$ cat src/sv/rgba_source_over_blend_core_defines.svh
// assertion macros shared by the blend core rtl
`ifndef RGBA_SOURCE_OVER_BLEND_CORE_DEFINES_SVH
`define RGBA_SOURCE_OVER_BLEND_CORE_DEFINES_SVH

// same-cycle implication, disabled during reset
`define RSOB_ASSERT_IMP(lbl, clk, rstn, ante, cons, msg) \
    lbl: assert property (@(posedge clk) disable iff (!(rstn)) (ante) |-> (cons)) \
        else $error(msg);

// next-cycle implication, disabled during reset
`define RSOB_ASSERT_NXT(lbl, clk, rstn, ante, cons, msg) \
    lbl: assert property (@(posedge clk) disable iff (!(rstn)) (ante) |=> (cons)) \
        else $error(msg);

`endif

$ cat src/sv/rsob_pkg.sv
// types, constants and helpers for the rgba source-over blend core
`default_nettype none

package rsob_pkg;

    localparam logic [7:0] FULL_ALPHA = 8'hFF;
    localparam int CHANNELS = 3;
    localparam int NUM_W = 17;
    localparam int QUO_W = 8;
    localparam int DIV_BITS_PER_STAGE = 2;
    localparam int DIV_STAGES = QUO_W / DIV_BITS_PER_STAGE;
    localparam int FRONT_STAGES = 4;
    localparam int PIPE_DEPTH = FRONT_STAGES + DIV_STAGES + 1;

    typedef struct packed {
        logic [7:0] src_red;
        logic [7:0] src_green;
        logic [7:0] src_blue;
        logic [7:0] src_alpha;
        logic [7:0] dst_red;
        logic [7:0] dst_green;
        logic [7:0] dst_blue;
        logic [7:0] dst_alpha;
    } t_pix_in;

    typedef struct packed {
        logic [7:0] out_red;
        logic [7:0] out_green;
        logic [7:0] out_blue;
        logic [7:0] out_alpha;
    } t_pix_out;

    // floor(x / 255), exact for x up to 255 * 255
    function automatic logic [7:0] f_div255(input logic [15:0] x);
        logic [16:0] t;
        t = 17'(x) + 17'(x[15:8]) + 17'd1;
        return t[15:8];
    endfunction

endpackage

`default_nettype wire

$ cat src/sv/rsob_div.sv
// pipelined restoring divider, two quotient bits per stage, saturating at 255
`default_nettype none

module rsob_div
    import rsob_pkg::*;
(
    input  wire logic                  i_clk,
    input  wire logic [DIV_STAGES-1:0] i_en,
    input  wire logic [NUM_W-1:0]      i_num,
    input  wire logic [7:0]            i_den,
    output logic      [QUO_W-1:0]      o_quo
);

    logic [NUM_W-1:0] r_rem [DIV_STAGES];
    logic [7:0]       r_den [DIV_STAGES];
    logic [QUO_W-1:0] r_quo [DIV_STAGES];
    logic             r_sat [DIV_STAGES];

    logic [NUM_W-1:0] n_rem [DIV_STAGES];
    logic [7:0]       n_den [DIV_STAGES];
    logic [QUO_W-1:0] n_quo [DIV_STAGES];
    logic             n_sat [DIV_STAGES];

    always_comb begin
        logic [NUM_W-1:0] rem;
        logic [NUM_W-1:0] trial;
        logic [QUO_W-1:0] quo;
        int               b;
        for (int j = 0; j < DIV_STAGES; j++) begin
            if (j == 0) begin
                rem        = i_num;
                quo        = '0;
                n_den[j]   = i_den;
                n_sat[j]   = i_num >= NUM_W'({i_den, 8'h00});
            end else begin
                rem        = r_rem[(j == 0) ? 0 : j - 1];
                quo        = r_quo[(j == 0) ? 0 : j - 1];
                n_den[j]   = r_den[(j == 0) ? 0 : j - 1];
                n_sat[j]   = r_sat[(j == 0) ? 0 : j - 1];
            end
            for (int s = 0; s < DIV_BITS_PER_STAGE; s++) begin
                b     = QUO_W - 1 - j * DIV_BITS_PER_STAGE - s;
                trial = NUM_W'(n_den[j]) << b;
                if (rem >= trial) begin
                    rem = rem - trial;
                    quo = quo | (QUO_W'(1) << b);
                end
            end
            n_rem[j] = rem;
            n_quo[j] = quo;
        end
    end

    always_ff @(posedge i_clk) begin
        for (int j = 0; j < DIV_STAGES; j++) begin
            if (i_en[j]) begin
                r_rem[j] <= n_rem[j];
                r_den[j] <= n_den[j];
                r_quo[j] <= n_quo[j];
                r_sat[j] <= n_sat[j];
            end
        end
    end

    assign o_quo = r_sat[DIV_STAGES-1] ? FULL_ALPHA : r_quo[DIV_STAGES-1];

endmodule

`default_nettype wire

$ cat src/sv/rgba_source_over_blend_core.sv
// top level of the rgba source-over blend core
// Blends a straight-alpha rgba8 source pixel over a destination pixel. A fully
// transparent source passes the destination through, a fully opaque one copies
// the source colour with alpha 255, anything else gets the source-over alpha and
// colours divided by the new alpha. One item is taken every cycle while the
// output is not stalled, and each passes through four stages of multiplies and
// divide-by-255, four stages of the two-bit-per-stage colour divider and one
// output register. A stall on the output fills empty stages first, then holds
// the input off.
`default_nettype none

module rgba_source_over_blend_core
    import rsob_pkg::*;
(
    input  wire logic     i_clk,
    input  wire logic     i_rst_n,
    input  wire logic     i_in_valid,
    output logic          o_in_ready,
    input  wire t_pix_in  i_in_data,
    output logic          o_out_valid,
    input  wire logic     i_out_ready,
    output t_pix_out      o_out_data
);

`include "rgba_source_over_blend_core_defines.svh"

    localparam int ST_DIV = FRONT_STAGES;
    localparam int ST_OUT = PIPE_DEPTH - 1;

    logic [PIPE_DEPTH-1:0] r_vld, n_vld;
    logic [PIPE_DEPTH:0]   w_rdy;
    logic [PIPE_DEPTH-1:0] w_vin;

    logic [7:0] w_src [CHANNELS];
    logic [7:0] w_dst [CHANNELS];

    logic [15:0] r1_ssa [CHANNELS];
    logic [15:0] r1_dda [CHANNELS];
    logic [15:0] r1_pa;
    logic [7:0]  r1_sa, r1_da, r1_inv;
    logic        r1_byp;
    t_pix_out    r1_bpix;

    logic [23:0] r2_w   [CHANNELS];
    logic [15:0] r2_ssa [CHANNELS];
    logic [7:0]  r2_oa;
    logic        r2_byp;
    t_pix_out    r2_bpix;
    logic [8:0]  w_oa;

    logic [23:0] r3_w   [CHANNELS];
    logic [15:0] r3_qe  [CHANNELS];
    logic [15:0] r3_ssa [CHANNELS];
    logic [7:0]  r3_oa;
    logic        r3_byp;
    t_pix_out    r3_bpix;

    logic [NUM_W-1:0] r4_num [CHANNELS];
    logic [7:0]       r4_oa;
    logic             r4_byp;
    t_pix_out         r4_bpix;

    logic [7:0]  r_doa   [DIV_STAGES];
    logic        r_dbyp  [DIV_STAGES];
    t_pix_out    r_dbpix [DIV_STAGES];

    logic [QUO_W-1:0] w_quo [CHANNELS];
    t_pix_out         r_out;

    // stage handshake: a stage loads when it is empty or its successor moves
    assign w_vin = {r_vld[PIPE_DEPTH-2:0], i_in_valid};

    always_comb begin
        w_rdy[PIPE_DEPTH] = i_out_ready;
        for (int k = PIPE_DEPTH - 1; k >= 0; k--) begin
            w_rdy[k] = !r_vld[k] || w_rdy[k+1];
        end
        n_vld = r_vld;
        for (int k = 0; k < PIPE_DEPTH; k++) begin
            if (w_rdy[k]) begin
                n_vld[k] = w_vin[k];
            end
        end
    end

    always_ff @(posedge i_clk) begin
        if (!i_rst_n) begin
            r_vld <= '0;
        end else begin
            r_vld <= n_vld;
        end
    end

    assign o_in_ready  = w_rdy[0];
    assign o_out_valid = r_vld[ST_OUT];
    assign o_out_data  = r_out;

    assign w_src[0] = i_in_data.src_red;
    assign w_src[1] = i_in_data.src_green;
    assign w_src[2] = i_in_data.src_blue;
    assign w_dst[0] = i_in_data.dst_red;
    assign w_dst[1] = i_in_data.dst_green;
    assign w_dst[2] = i_in_data.dst_blue;

    // stage 1: products and bypass pixel
    always_ff @(posedge i_clk) begin
        if (w_rdy[0]) begin
            for (int c = 0; c < CHANNELS; c++) begin
                r1_ssa[c] <= 16'(w_src[c]) * 16'(i_in_data.src_alpha);
                r1_dda[c] <= 16'(w_dst[c]) * 16'(i_in_data.dst_alpha);
            end
            r1_pa  <= 16'(i_in_data.src_alpha) * 16'(i_in_data.dst_alpha);
            r1_sa  <= i_in_data.src_alpha;
            r1_da  <= i_in_data.dst_alpha;
            r1_inv <= FULL_ALPHA - i_in_data.src_alpha;
            r1_byp <= (i_in_data.src_alpha == 8'h00) || (i_in_data.src_alpha == FULL_ALPHA);
            if (i_in_data.src_alpha == 8'h00) begin
                r1_bpix <= '{out_red: i_in_data.dst_red, out_green: i_in_data.dst_green,
                             out_blue: i_in_data.dst_blue, out_alpha: i_in_data.dst_alpha};
            end else begin
                r1_bpix <= '{out_red: i_in_data.src_red, out_green: i_in_data.src_green,
                             out_blue: i_in_data.src_blue, out_alpha: FULL_ALPHA};
            end
        end
    end

    // stage 2: destination weight and output alpha
    assign w_oa = 9'(r1_sa) + 9'(r1_da) - 9'(f_div255(r1_pa));

    always_ff @(posedge i_clk) begin
        if (w_rdy[1]) begin
            for (int c = 0; c < CHANNELS; c++) begin
                r2_w[c]   <= 24'(r1_dda[c]) * 24'(r1_inv);
                r2_ssa[c] <= r1_ssa[c];
            end
            r2_oa   <= w_oa[7:0];
            r2_byp  <= r1_byp;
            r2_bpix <= r1_bpix;
        end
    end

    // stage 3: estimate of weight / 255, low by at most one
    always_ff @(posedge i_clk) begin
        if (w_rdy[2]) begin
            for (int c = 0; c < CHANNELS; c++) begin
                r3_qe[c]  <= 16'((25'(r2_w[c]) + 25'(r2_w[c] >> 8) + 25'(r2_w[c] >> 16)) >> 8);
                r3_w[c]   <= r2_w[c];
                r3_ssa[c] <= r2_ssa[c];
            end
            r3_oa   <= r2_oa;
            r3_byp  <= r2_byp;
            r3_bpix <= r2_bpix;
        end
    end

    // stage 4: correct the estimate and form the numerator
    always_ff @(posedge i_clk) begin
        logic [24:0] rem;
        logic [16:0] fix;
        if (w_rdy[3]) begin
            for (int c = 0; c < CHANNELS; c++) begin
                rem = 25'(r3_w[c]) + 25'(r3_qe[c]) - 25'({r3_qe[c], 8'h00});
                fix = 17'(r3_qe[c]) + 17'(rem >= 25'(FULL_ALPHA));
                r4_num[c] <= 17'(r3_ssa[c]) + fix;
            end
            r4_oa   <= r3_oa;
            r4_byp  <= r3_byp;
            r4_bpix <= r3_bpix;
        end
    end

    // divider stages
    for (genvar c = 0; c < CHANNELS; c++) begin : g_div
        rsob_div u_div (
            .i_clk (i_clk),
            .i_en  (w_rdy[ST_DIV +: DIV_STAGES]),
            .i_num (r4_num[c]),
            .i_den (r4_oa),
            .o_quo (w_quo[c])
        );
    end

    always_ff @(posedge i_clk) begin
        for (int j = 0; j < DIV_STAGES; j++) begin
            if (w_rdy[ST_DIV + j]) begin
                if (j == 0) begin
                    r_doa[j]   <= r4_oa;
                    r_dbyp[j]  <= r4_byp;
                    r_dbpix[j] <= r4_bpix;
                end else begin
                    r_doa[j]   <= r_doa[(j == 0) ? 0 : j - 1];
                    r_dbyp[j]  <= r_dbyp[(j == 0) ? 0 : j - 1];
                    r_dbpix[j] <= r_dbpix[(j == 0) ? 0 : j - 1];
                end
            end
        end
    end

    // output register
    always_ff @(posedge i_clk) begin
        if (w_rdy[ST_OUT]) begin
            if (r_dbyp[DIV_STAGES-1]) begin
                r_out <= r_dbpix[DIV_STAGES-1];
            end else begin
                r_out <= '{out_red: w_quo[0], out_green: w_quo[1], out_blue: w_quo[2],
                           out_alpha: r_doa[DIV_STAGES-1]};
            end
        end
    end

    `RSOB_ASSERT_IMP(a_full_when_blocked, i_clk, i_rst_n, !o_in_ready, &r_vld, "input held off with an empty stage")
    `RSOB_ASSERT_NXT(a_occupancy_up, i_clk, i_rst_n, (i_in_valid && o_in_ready) && !(o_out_valid && i_out_ready), $countones(r_vld) == $past($countones(r_vld)) + 1, "item lost on entry")
    `RSOB_ASSERT_NXT(a_occupancy_down, i_clk, i_rst_n, !(i_in_valid && o_in_ready) && (o_out_valid && i_out_ready), $countones(r_vld) + 1 == $past($countones(r_vld)), "item repeated after delivery")
    `RSOB_ASSERT_IMP(a_alpha_nonzero, i_clk, i_rst_n, r_vld[1] && !r2_byp, r2_oa != 8'h00, "zero divisor for a partial alpha item")

endmodule

`default_nettype wire

$ cat config.mk
export PLATFORM = sky130hd
export DESIGN_NAME = rgba_source_over_blend_core
export DESIGN_NICKNAME = d
export VERILOG_FILES = /design/src/sv/rsob_pkg.sv /design/src/sv/rsob_div.sv /design/src/sv/rgba_source_over_blend_core.sv
export VERILOG_INCLUDE_DIRS = /design/src /design/src/sv
export SDC_FILE = /design/constraint.sdc
export NUM_CORES = 2
export LEC_CHECK = 0
export ABC_AREA = 1
export BUFFER_PORTS_ARGS = -buffer_cell sky130_fd_sc_hd__buf_2
export CORE_ASPECT_RATIO = 0.8
export CORE_UTILIZATION = 60
export CTS_CLUSTER_SIZE = 8
export DETAILED_ROUTE_END_ITERATION = 6
export PLACE_DENSITY = 0.76
export SLEW_MARGIN = 20
export SYNTH_ARGS = -nofsm -noshare
export SYNTH_HDL_FRONTEND = slang
export SYNTH_SLANG_ARGS = --single-unit
export TNS_END_PERCENT = 50
$ cat constraint.sdc
create_clock -name i_clk -period 54.8 [get_ports i_clk]
set_input_delay 16.44 -clock i_clk [delete_from_list [all_inputs] [get_ports i_clk]]
set_output_delay 16.44 -clock i_clk [all_outputs]
set_load 0.05 [all_outputs]
==> flow_summary.yaml <==
run_status:
  status: "completed"
yosys:
  netlist_area_sq_mm: 0.0860
  syn_nets: 11000
  yosys.cell_types.count: 68
  postSynth.asyncResetShare: 0
  yosys_warnings: 0
  synth_edf_count: 1052
  synth_ff_type: "edfxtp_1"
  ys_ff_latch: 1061
  synth_common_cells: "nand2_1 (2,301), inv_1 (1,782), edfxtp_1 (1,052)"
  synth_area_leader_cell: "edfxtp_1"
  synth_area_leaders: "edfxtp_1 (37%), fa_1 (14%), ha_1 (12%)"
  synthSimpleGateAreaFrac: 0.170
  netlist.area_leader.share: 0.367
  yosysMostFrequentCell: "nand2_1"
  synth_fa_ha_area_frac: 0.259
  synth_compound_area_frac: 0.0684
  synth_top_family_by_area: "adder cells"
  avgSynthCellArea_sq_um: 9.08
  muxShareOfSynthArea: 0.00105
  synth_xor_area_frac: 0.0402
  syn_inst: 9468
  ys_seq_area_frac: 0.369
grt:
  antenna_found_initial: 17
  grtUsageTotal: 0.285
  grt_pass1_wl_microns: 328000
  grt-ovfl-total: 0
  grt_max_degree: 155
  grt_pass1_vias: 62900
clock_network:
  root_buffer: "clkbuf_16"
  cts_sinks: 1061
  cts_hold_buf: 0
  path_clk_slew_ns: 0.05
  postCtsResizedCells: 0
  cts_max_path_buffers: 3
  insertion_delay_ns: 0.82
  htree_levels: 4
  cts_tree: "built"
  cts_buffers: 153
  post_cts_buffers: 0
finish:
  fin_cells: 11400
  drive_gt1_frac: 0.0515
  area_growth_pct: 7.61
  layout.nets: 11000
worst_setup_path:
  setup.worst_path.end: "o_in_ready"
  cp-startpoint: "i_out_ready"
  reg2reg_slack_ns: 48.87
  r2r_cells: 16
  start_kind: "input pin"
  worstPathMaxFanout: 58
  endpoint_kind: "output port"
  critPathRequiredTime_ns: 38.36
  rr_startpoint: "r_vld[8]$_SDFFE_PN0P_"
  critPathKind: "in -> out"
  r2r_end: "r1_dda[0][29]$_DFFE_PP_"
  arrival_ns: 20.68
sta:
  fmax_mhz: 26.9
  worst_pin_slew_ns: 1.08
  skew_ns: 0.0893
  setup_viol_count_final: 0
  slew_viol_final: 0
  hold_viol_final: 0
  finalCritPeriodShare: 0.677
  setup_ws_ns: 17.68
  setup_tns_ns: 0
  relSlewSlack: 0.279
  min_period_ns: 37.12
  rsz0062_at_grt: "false"
flow_run:
  maxCapViolCount: 0
die:
  rows: 123
  dieHeight_microns: 341
  ios: 102
  core_area_sq_mm: 0.141
  dieWidth_microns: 425
  initial_core_util: 0.608
  design.die.area_sq_mm: 0.145
routing:
  route.detailed.drc: 0
  antenna_left: 0
  drt_iter0_drc: 5097
  firstDrtPassIters: 6
  postRouteWirelength_microns: 203000
  avgRoutedWirePerCell_microns: 17.7
  vias: 63200
  viasPerCell: 5.52
placed_design:
  gp_congestion: 0.933
  pre_cts_slack_ns: 17.59
  dpl.cell_count: 11200
  hpwl_microns: 157000
  port-buffer-count: 101
min_path:
  min-delay-path-class: "reg -> reg"
## area by class of cell
class | count | area, sq um
flip-flops and latches | 1061 | 31800
well taps | 1875 | 2350
inverters | 1816 | 6840
clock inverters | 20 | 483
diodes | 5 | 12.5
multi-input cells | 6350 | 46400
clock buffers | 182 | 3940
fillers | 11200 | 48900
repair buffers | 138 | 796
## critical path: stages
cell and delay (ns):
buf_2 0.10, nor2_1 0.12, clkinv_1 0.08, buf_4 0.28, nor2_1 0.18, inv_2 0.22, nor2_1 0.24, inv_4 0.25
nor2_1 0.41, nand2_4 0.30, nor2_1 0.38, nand2_4 0.48, nor2_1 0.56, nand2_4 0.29, buf_2 0.30
## state kept, by name, summed over array words and instances (netlist names), 48 cells and up
signal,count
r_dbpix,128
r3_qe,48
r2_w,72
g_div.u_div.r_rem,153
r3_w,72
g_div.u_div.r_quo,60
r1_dda,48
r3_ssa,48
r2_ssa,48
r4_num,51
r1_ssa,48
## through the flow
stage | util | cell area (sq um) | hold slack, ns
final | 0.654 | 92500 | 0.361
after global routing | 0.654 | 92500 | 0.354
after detailed placement | 0.623 | 88100 | 0.405
after global placement | 0.623 | 88100 | 0.401
after CTS | 0.654 | 92500 | 0.349
after floorplan | - | 86000 | 0.400
## layout by cell type, fill, tap and decap left out, types with 153 or more instances in the layout
master,n
a21oi_1,485
nor2_1,465
nand2_1,2298
fa_1,583
edfxtp_1,1052
clkbuf_16,153
inv_1,1776
ha_1,849
o21ai_0,322
nand3_1,312
xor2_1,245
## cell families (layout without fill, tap and decap cells)
kind of cell | count (synthesis) | after routing
compound gates | 1060 | 1060
xor+xnor | 395 | 395
fa+ha+maj | 1432 | 1432
buf+inv | 2057 | 2156
flops | 1061 | 1061
mux | 8 | 8
other cells | 0 | 5
simple gates | 3455 | 3455
## worst min path at each step
stage,slack [ns],from,endpoint,depth (start not counted)
2_1_floorplan,0.40,g_div[0].u_div.r_quo[0][6]$_DFFE_PP_,g_div[0].u_div.r_quo[1][6]$_DFFE_PP_,0
3_3_place_gp,0.40,g_div[2].u_div.r_quo[2][2]$_DFFE_PP_,g_div[2].u_div.r_quo[3][2]$_DFFE_PP_,0
3_5_place_dp,0.40,g_div[1].u_div.r_quo[2][5]$_DFFE_PP_,g_div[1].u_div.r_quo[3][5]$_DFFE_PP_,0
4_1_cts,0.35,r1_ssa[0][7]$_DFFE_PP_,r2_ssa[0][7]$_DFFE_PP_,0
5_1_grt,0.35,r1_ssa[0][7]$_DFFE_PP_,r2_ssa[0][7]$_DFFE_PP_,0
6_report,0.36,r1_ssa[0][7]$_DFFE_PP_,r2_ssa[0][7]$_DFFE_PP_,0
## routing by layer
metal,routed length (microns),global-route usage,part of all wire
met5,11,0,0.000054
met4,5490,0.0830,0.027
met3,15600,0.0469,0.077
met2,88700,0.437,0.44
met1,92800,0.417,0.46
Power is left out: the tool's default activity adds up to more than one toggle a clock period on the data nets, which glitch-free logic cannot reach.
